File: src/apr_pkg.sv
// Package for the attributed parameter register bank: request and response
// types, default tables and per-index attribute functions.
// No dependencies.
package apr_pkg;

    localparam int ENTRY_COUNT   = 64;   // indices at or above this are rejected
    localparam int REQUEST_BYTES = 5;    // largest legal request size, index byte included
    localparam int LISTED_COUNT  = 43;   // entries with a default table row
    localparam int CTRL_FIRST    = 32;
    localparam int CTRL_LAST     = 42;
    localparam int WR_COUNT      = 15;   // writable entries: 3 to 6 and 32 to 42
    localparam int SLOT_W        = $clog2(WR_COUNT);
    localparam int LIST_W        = $clog2(LISTED_COUNT);

    localparam logic [31:0] ONES = 32'hffff_ffff;

    typedef logic [LIST_W-1:0] t_list_idx;
    typedef logic [SLOT_W-1:0] t_slot;

    typedef enum logic {
        CMD_READ  = 1'b0,
        CMD_WRITE = 1'b1
    } t_cmd;

    typedef struct packed {
        logic        command;
        logic [7:0]  index;
        logic [3:0]  request_size;
        logic [31:0] payload_value;
    } t_req;

    typedef struct packed {
        logic        accepted;
        logic [31:0] read_value;
        logic [2:0]  read_width;
        logic        control_changed;
    } t_rsp;

    localparam logic [31:0] DEF_VALUE [LISTED_COUNT] = '{
        32'h0, 32'h0101_0003, ONES, 32'h0, 32'haa, 32'h0, 32'h0, 32'h0, 32'h0,
        ONES, ONES, ONES, ONES, ONES, ONES, ONES,
        32'h0, 32'h0, 32'h0, 32'h0, 32'h0,
        ONES, ONES, ONES, ONES, ONES, ONES, ONES, ONES, ONES, ONES, ONES,
        32'hed, 32'h23, 32'h0, 32'hff, 32'h0, 32'h0, 32'd6,
        32'd100, 32'd100, 32'd100, 32'd100
    };

    localparam logic [2:0] DEF_WIDTH [LISTED_COUNT] = '{
        3'd1, 3'd4, 3'd0, 3'd2, 3'd1, 3'd2, 3'd2, 3'd1, 3'd1,
        3'd0, 3'd0, 3'd0, 3'd0, 3'd0, 3'd0, 3'd0,
        3'd2, 3'd4, 3'd2, 3'd2, 3'd2,
        3'd0, 3'd0, 3'd0, 3'd0, 3'd0, 3'd0, 3'd0, 3'd0, 3'd0, 3'd0, 3'd0,
        3'd1, 3'd1, 3'd1, 3'd1, 3'd2, 3'd1, 3'd1, 3'd1, 3'd1, 3'd1, 3'd1
    };

    // entry index held by each writable slot
    localparam logic [7:0] WR_INDEX [WR_COUNT] = '{
        8'd3, 8'd4, 8'd5, 8'd6,
        8'd32, 8'd33, 8'd34, 8'd35, 8'd36, 8'd37,
        8'd38, 8'd39, 8'd40, 8'd41, 8'd42
    };

    function automatic logic is_listed(input logic [7:0] idx);
        return ({1'b0, idx} < 9'(LISTED_COUNT));
    endfunction

    function automatic logic is_writable(input logic [7:0] idx);
        return (idx inside {[8'd3:8'd6], [8'(CTRL_FIRST):8'(CTRL_LAST)]});
    endfunction

    function automatic logic is_ctrl(input logic [7:0] idx);
        return (idx inside {[8'(CTRL_FIRST):8'(CTRL_LAST)]});
    endfunction

    function automatic t_slot slot_of(input logic [7:0] idx);
        logic [7:0] s;
        s = (idx < 8'(CTRL_FIRST)) ? (idx - 8'd3) : (idx - 8'(CTRL_FIRST) + 8'd4);
        return s[SLOT_W-1:0];
    endfunction

    function automatic logic [2:0] width_of(input logic [7:0] idx);
        return is_listed(idx) ? DEF_WIDTH[t_list_idx'(idx[LIST_W-1:0])] : 3'd0;
    endfunction

endpackage

File: src/attributed_parameter_register_bank.sv
// Attributed parameter register bank: one request per cycle; each result
// passes an input register, then a result register, before it is shown.
// busy is never raised; a request can be taken every cycle.
// o_strobe marks each result for exactly one cycle; the receiver cannot stall.
// Synchronous active-low reset restores every entry to its default and clears
// identity in the same edge; no clearing pass is needed.
module attributed_parameter_register_bank #(
    parameter int ENTRY_COUNT   = apr_pkg::ENTRY_COUNT,
    parameter int REQUEST_BYTES = apr_pkg::REQUEST_BYTES
) (
    input  logic          i_clk,
    input  logic          i_rst_n,
    input  logic          start,
    output logic          busy,
    input  apr_pkg::t_req i_req,
    input  logic          i_cfg_we,
    input  logic [7:0]    i_cfg_data,
    output logic          o_strobe,
    output apr_pkg::t_rsp o_rsp
);

    logic                r_vld;
    apr_pkg::t_req       r_req;
    logic [7:0]          r_identity;
    logic [31:0]         r_entry [apr_pkg::WR_COUNT];
    logic                r_out_vld;
    apr_pkg::t_rsp       r_rsp;

    apr_pkg::t_rsp       n_rsp;
    logic                n_wr;
    logic [31:0]         n_wdata;
    apr_pkg::t_slot      slot;
    logic                in_range;
    logic                size_ok;
    logic [2:0]          ent_width;
    logic [3:0]          pay_width;
    logic [31:0]         stored_val;

    assign busy = 1'b0;

    always_ff @(posedge i_clk) begin
        if (!i_rst_n) begin
            r_vld      <= 1'b0;
            r_identity <= 8'd0;
        end else begin
            r_vld <= start && !busy;
            if (i_cfg_we) begin
                r_identity <= i_cfg_data;
            end
        end
        if (start && !busy) begin
            r_req <= i_req;
        end
    end

    always_comb begin
        slot      = apr_pkg::slot_of(r_req.index);
        in_range  = ({1'b0, r_req.index} < 9'(ENTRY_COUNT));
        size_ok   = (r_req.request_size != 4'd0)
                 && (r_req.request_size <= 4'(REQUEST_BYTES));
        ent_width = apr_pkg::width_of(r_req.index);
        pay_width = r_req.request_size - 4'd1;

        if (r_req.index == 8'd0) begin
            stored_val = {24'd0, r_identity};
        end else if (apr_pkg::is_writable(r_req.index)) begin
            stored_val = r_entry[slot];
        end else if (apr_pkg::is_listed(r_req.index)) begin
            stored_val = apr_pkg::DEF_VALUE[apr_pkg::t_list_idx'(
                             r_req.index[apr_pkg::LIST_W-1:0])];
        end else begin
            stored_val = apr_pkg::ONES;
        end

        // keep only the payload bytes
        for (int b = 0; b < 4; b++) begin
            n_wdata[8*b +: 8] = (4'(b) < pay_width) ? r_req.payload_value[8*b +: 8] : 8'd0;
        end

        n_rsp = '0;
        n_wr  = 1'b0;
        case (r_req.command)
            apr_pkg::CMD_READ: begin
                if (in_range) begin
                    n_rsp.accepted   = 1'b1;
                    n_rsp.read_value = stored_val;
                    n_rsp.read_width = ent_width;
                end
            end
            apr_pkg::CMD_WRITE: begin
                if (size_ok && in_range && apr_pkg::is_writable(r_req.index)
                    && (pay_width <= {1'b0, ent_width})) begin
                    n_wr                  = r_vld;
                    n_rsp.accepted        = 1'b1;
                    n_rsp.control_changed = apr_pkg::is_ctrl(r_req.index);
                end
            end
            default: begin
                n_rsp = '0;
            end
        endcase
    end

    always_ff @(posedge i_clk) begin
        if (!i_rst_n) begin
            r_out_vld <= 1'b0;
            for (int s = 0; s < apr_pkg::WR_COUNT; s++) begin
                r_entry[s] <= apr_pkg::DEF_VALUE[apr_pkg::t_list_idx'(
                                  apr_pkg::WR_INDEX[s][apr_pkg::LIST_W-1:0])];
            end
        end else begin
            r_out_vld <= r_vld;
            if (n_wr) begin
                r_entry[slot] <= n_wdata;
            end
        end
        r_rsp <= n_rsp;
    end

    assign o_strobe = r_out_vld;
    assign o_rsp    = r_rsp;

    a_latency: assert property (@(posedge i_clk) disable iff (!i_rst_n)
        (start && !busy) |-> ##2 o_strobe)
        else $error("result did not follow request after two cycles");

    a_width_acc: assert property (@(posedge i_clk) disable iff (!i_rst_n)
        (o_strobe && o_rsp.read_width != 3'd0) |-> (o_rsp.accepted && o_rsp.read_width <= 3'd4))
        else $error("read width on rejected request or out of range");

    a_ctrl_write: assert property (@(posedge i_clk) disable iff (!i_rst_n)
        (o_strobe && o_rsp.control_changed)
            |-> (o_rsp.accepted && o_rsp.read_width == 3'd0 && o_rsp.read_value == 32'd0))
        else $error("control change flagged on a read or rejected write");

    a_write_store: assert property (@(posedge i_clk) disable iff (!i_rst_n)
        n_wr |-> (r_vld && r_req.command == apr_pkg::CMD_WRITE))
        else $error("entry written without a valid write request");

endmodule

File: config.mk
export PLATFORM = sky130hd
export DESIGN_NAME = attributed_parameter_register_bank
export DESIGN_NICKNAME = d
export VERILOG_FILES = /design/src/apr_pkg.sv /design/src/attributed_parameter_register_bank.sv
export SDC_FILE = /design/constraint.sdc
export NUM_CORES = 1
export LEC_CHECK = 0
export BUFFER_PORTS_ARGS = -buffer_cell sky130_fd_sc_hd__buf_2
export CAP_MARGIN = 30
export CORE_MARGIN = 2
export CORE_UTILIZATION = 29
export DETAILED_ROUTE_END_ITERATION = 7
export PLACE_DENSITY = 0.48
export SLEW_MARGIN = 0
export SYNTH_ARGS = -nofsm -noshare
export SYNTH_HDL_FRONTEND = slang
export SYNTH_SLANG_ARGS = --single-unit
File: constraint.sdc
create_clock -name i_clk -period 7.6 [get_ports i_clk]
set_input_delay 1.52 -clock i_clk [delete_from_list [all_inputs] [get_ports i_clk]]
set_output_delay 1.52 -clock i_clk [all_outputs]
set_load 0.02 [all_outputs]
# Word level (Yosys, flattened, before mapping)
# Memories as Yosys holds them, arrays and structs flattened.
# Index checks and enable logic that the tools add are counted.
# word_totals
ff_bits	92
latchBits	0
ramBits	480
mem_bits_ro	2240
inputBits	57
output_inout_bits	39
word_cells	74
memories	3
# memory_table
memory	depth	word_bits	read_ports	rd_clocked_by_memory_dff	wr	line_no	source
(name not given)	64	32	1	0	0	attributed_parameter_register_bank.sv:69	stored_val = apr_pkg::DEF_VALUE[apr_pkg::t_list_idx'(
r_entry	15	32	1	0	15	attributed_parameter_register_bank.sv:25	logic [31:0] r_entry [apr_pkg::WR_COUNT];
(name not given)	64	3	1	0	0	apr_pkg.sv:82	return is_listed(idx) ? DEF_WIDTH[t_list_idx'(idx[LIST_W-1:0])] : 3'd0;
# classes
addsub	4
multipliers	0
div	0
order_cmp	14
n_eq_ne	0
shift	0
n_mux	25
bitwise_logic	3
reduce_logical	13
# ops
op	count
$mux 32	6
$mux 36	1
$mux 8	4
$reduce_or 32->1	1
$lt 8x6->1 const B	2
$mux 3	3
$ge 8x2->1 const B	1
$ge 8x6->1 const B	1
$le 8x3->1 const B	1
$le 8x6->1 const B	1
$logic_not 8->1	1
$lt 1x4->1 const A	2
$lt 2x4->1 const A	2
$lt 8x7->1 const B	1
$mux 1	8
$mux 4	2
$sub 4x1->4 const B	2
$ge 7x7->1 const B	1
$not 6->7	1
$logic_and 1x1->1	6
$add 4x3->4 const B	1
$le 4x3->1	1
$le 4x3->1 const B	1
$reduce_bool 4->1	1
other kinds (7)	8

# Logic depth before layout (Yosys ltp)
# logic_depth
word_depth	14
ltp_mapped	22
depth_no_buf	13

# Worst setup path before layout
# OpenSTA, ideal clock, no wires.
# synth_timing
path_kind	flip-flop to flip-flop
startpoint	register r_req[36] (netlist name)
endpoint	memory r_entry[15][0] (enable)
setup_time_ps	425
arrival_ps	5638
required_ps	7175
path_slack_ps	1537
path_stages_with_launch	20
n_path_buf	7
period_less_slack_ps	6063
path_cell_list	edfxtp_1 -> buf_2 -> inv_2 -> clkbuf_1 -> buf_1 -> ha_1 -> buf_2 -> buf_4 -> buf_2 -> buf_2 -> and3_1 -> a2111oi_0 -> a21oi_1 -> nand3_1 -> ha_1 -> nor2b_1 -> o21ai_0 -> a32oi_1 -> nor4_4 -> nor2b_1
# synth_lines
element	line_no	source
from (decl)	attributed_parameter_register_bank.sv:23	apr_pkg::t_req r_req;
from (signal assigned)	attributed_parameter_register_bank.sv:52	r_req <= i_req;
to (decl)	attributed_parameter_register_bank.sv:25	

==> qor.txt <==
CP Cell Sequence = clkinv_1, ha_1, a211o_1, a21boi_0, nand3_1, ha_1, nor2b_1, o21ai_0, a32oi_1, nor3_4, nand3_2, nand2_2, buf_4
Mux contribution to synthesized area = 26.1%
TritonCTS clock tree = yes
Yosys warning total = 0
GRT overflow = 0
DP HPWL = 53900 µm
Hold Fails Final Rpt = 0
Nets = 2405
Post-Synth XOR/XNOR Area = 0.0282%
Crit end category = flip-flop
Fillers = 10377
Endpoints failing setup = 0
Number of synthesized flops with an enable pin = 557
Routed wire per std cell = 23.7 µm
Post-synthesis compound-gate area fraction = 3.89%
Kind of critical path = reg2reg
Routed vias = 19096
NetSw = 0.00221 W
# rows = 119
Crit Path Max Fanout = 27
Routing usage on met1 = 21.0%
CP required = 7.89 ns
Post-synth ARST share = 0%
Clock Root Buffer = clkbuf_16
Static Leak = 13.7 nW
Synthesized cell area = 31000 µm²
Gate Count Post-Synth = 2317
Min Tclk post-route = 6.05 ns
Switch share = 25.9%
DR DRC count = 0
Slowest CP cell = nand2_2
Core area = 106000 µm²
Top Usage Layer GRT = met2
Synthesized-area fraction occupied by adder cells = 0.565%
Post-Synth Simple-Gate Area = 8.78%
Primary FF master, synth = edfxtp_1
Number of I/O pins = 96
Worst endpoint data arrival time = 6.35 ns
Seq/Total Area, Yosys = 57.0%
Synth Area per Inst = 13.4 µm²
GP Congestion = 0.787
Met3 Use GR = 2.39%
Post-route ant nets = 0
Fin Clk Skew = 0.0175 ns
Die X = 331 µm
FF+latch count, synth = 604
Yosys top cell by area = edfxtp_1
Most frequent CP cell = ha_1
Utilization after layout = 33.4%
DRT Pass-1 Iters = 5
Flop pwr share = 44.4%
CTS clk-pin slew, worst paths = 0.06 ns
Logic pwr share = 14.0%
Slew Limit Fails = 0
Final TNS setup = 0 ns
Area taken by multi-input logic gates = 12400 µm²
Clk_lat worst skew = 0.63 ns
Initial antenna violation count = 0
Distinct cells, synth = 73
Max-slew headroom at the worst pin = 30.6%
Buf/Inv on CP = 2
CTS buffer count = 71
Vias in the first global route = 20471
Synth top cells by count = 557 x edfxtp_1, 522 x mux2i_1, 468 x nor2_1, 128 x mux4_2, 100 x buf_2
Hold_buf cts = 0
Die Ht = 331 µm
Seq. cell area = 17700 µm²
Max-cap violations = 0
Pin count of the biggest net entering global routing = 119
# Post-CTS Setup Buffers = 0
Worst path top cell family by delay = simple AND/OR/NAND/NOR gates
RSZ-0062 raised after global routing = false
PD cells = 241 nW/µm²
Synthesis-to-finish area growth = 13.9%
Hold crit path type = reg2reg
Initial DRC count = 1216
Vias per Instance = 5.05
Period Utilization, post-route = 79.7%
Top-count cell post-synth = edfxtp_1
Worst slew pin tran = 1.04 ns
P_int = 0.00632 W
H-tree depth = 3
Synth top area cells = edfxtp_1 54%, mux2i_1 17%, mux4_2 9.3%
Worst vdd ir = 0.000139 V
Critical path's largest stage delay = 0.80 ns
Met2 Usage GRT = 28.9%
Max Clk Rate = 165 MHz
First-pass GRT wire length = 134000 µm
CTS resizes = 0
Total wire length = 89700 µm
Largest family of logic cells by synthesized area = multiplexers
CP startpoint kind = flip-flop
DIE AREA = 110000 µm²
Synth Net Count = 2388
Status = completed
Synth top area share = 53.9%
Initial Utilization = 29.3%
Clock buffer depth = 3
Share of cells above drive strength 1 = 18.6%
GRT Total Usage = 16.5%
Clk sinks = 604
N_diodes = 0
Clock share of power = 41.6%
Port Buffers = 94
## placed cells by master (no fill, tap or decap), types with 6 or more instances in the layout
master	synthesis	routed
buf_12	0	7
clkinv_1	2	12
nand2_1	72	56
and2_1	6	6
inv_1	39	39
a21oi_1	19	19
nor2_1	468	468
buf_2	100	94
nor2b_1	11	10
edfxtp_1	557	557
clkbuf_1	80	15
nand3_2	1	6
o221a_2	12	12
o22ai_1	7	7
ha_1	14	13
clkbuf_8	0	8
nand4_1	10	10
and3_1	6	6
clkbuf_16	0	73
o22a_1	24	24
clkinv_2	0	9
nand2b_1	19	19
mux4_2	128	128
o21ai_0	15	15
o21ai_1	27	26
bufinv_16	0	8
nand2_2	1	17
nor3_1	14	13
dfxtp_1	47	47
o221a_1	13	13
mux2i_1	522	522
buf_4	14	43
## metrics by stage
step	power [W]	setup slack [ns]	hold slack (ns)	cell area, µm²	std cells
2_1_floorplan	0.00468	1.54	0.447	31000	2317
3_3_place_gp	0.00504	1.61	0.476	32800	3646
3_5_place_dp	0.00507	1.55	0.485	32900	3651
4_1_cts	0.00863	1.51	0.498	35300	3783
5_1_grt	0.00883	1.10	0.504	35300	3784
6_report	0.00853	1.55	0.489	35300	3784
## cell families after synthesis
family	count (synthesis)
AO/OA/AOI/OAI	159
flip-flops	604
AND/OR/NAND/NOR	645
adder cells (fa/ha/maj)	14
multiplexers	650
buffers and inverters	243
XOR/XNOR	1
other	1
## sequential cells by signal, summed over array words and instances, names as in the netlist
register and flops:
r_entry 512, r_req 45, o_rsp 37, r_identity 8, o_strobe 1, r_vld 1
## power groups by stage
stage | Clock, W | Sequential (W) | Combinational (W)
floorplan | 0 | 0.00385 | 0.000832
CTS | 0.00363 | 0.00379 | 0.00121
detailed placement | 0 | 0.00386 | 0.00121
global route | 0.00376 | 0.00380 | 0.00127
finish | 0.00354 | 0.00379 | 0.00119
global placement | 0 | 0.00386 | 0.00119
## cell type report
class                      count  share of cell area [%]
tap                         1391                    4.92
clock inverter                36                    1.23
clock buffer                  96                    5.64
multi-input combinational   1470                    35.0
sequential                   604                    50.0
inverter                      42                   0.460
timing repair buffer         145                    2.72
## worst paths after layout
kind | depth (start not counted) | start | slack (ns) | to
worst max-delay path | 13 | r_req[38]$_DFFE_PP_ | 1.55 | r_entry[4][6]$_SDFFCE_PN1P_
worst min-delay path | 1 | r_vld$_SDFF_PN0_ | 0.49 | o_strobe$_SDFF_PN0_
worst max register to register | 13 | r_req[38]$_DFFE_PP_ | 1.55 | r_entry[4][6]$_SDFFCE_PN1P_
worst min register to register | 1 | r_vld$_SDFF_PN0_ | 0.49 | o_strobe$_SDFF_PN0_
## routing by layer
metal	part of all wire (%)	wire length [µm]
met2	51	45400
met4	2.2	1980
met5	0	0
met1	43	38700
met3	4.1	3710
(Power assumes the default switching activity.)
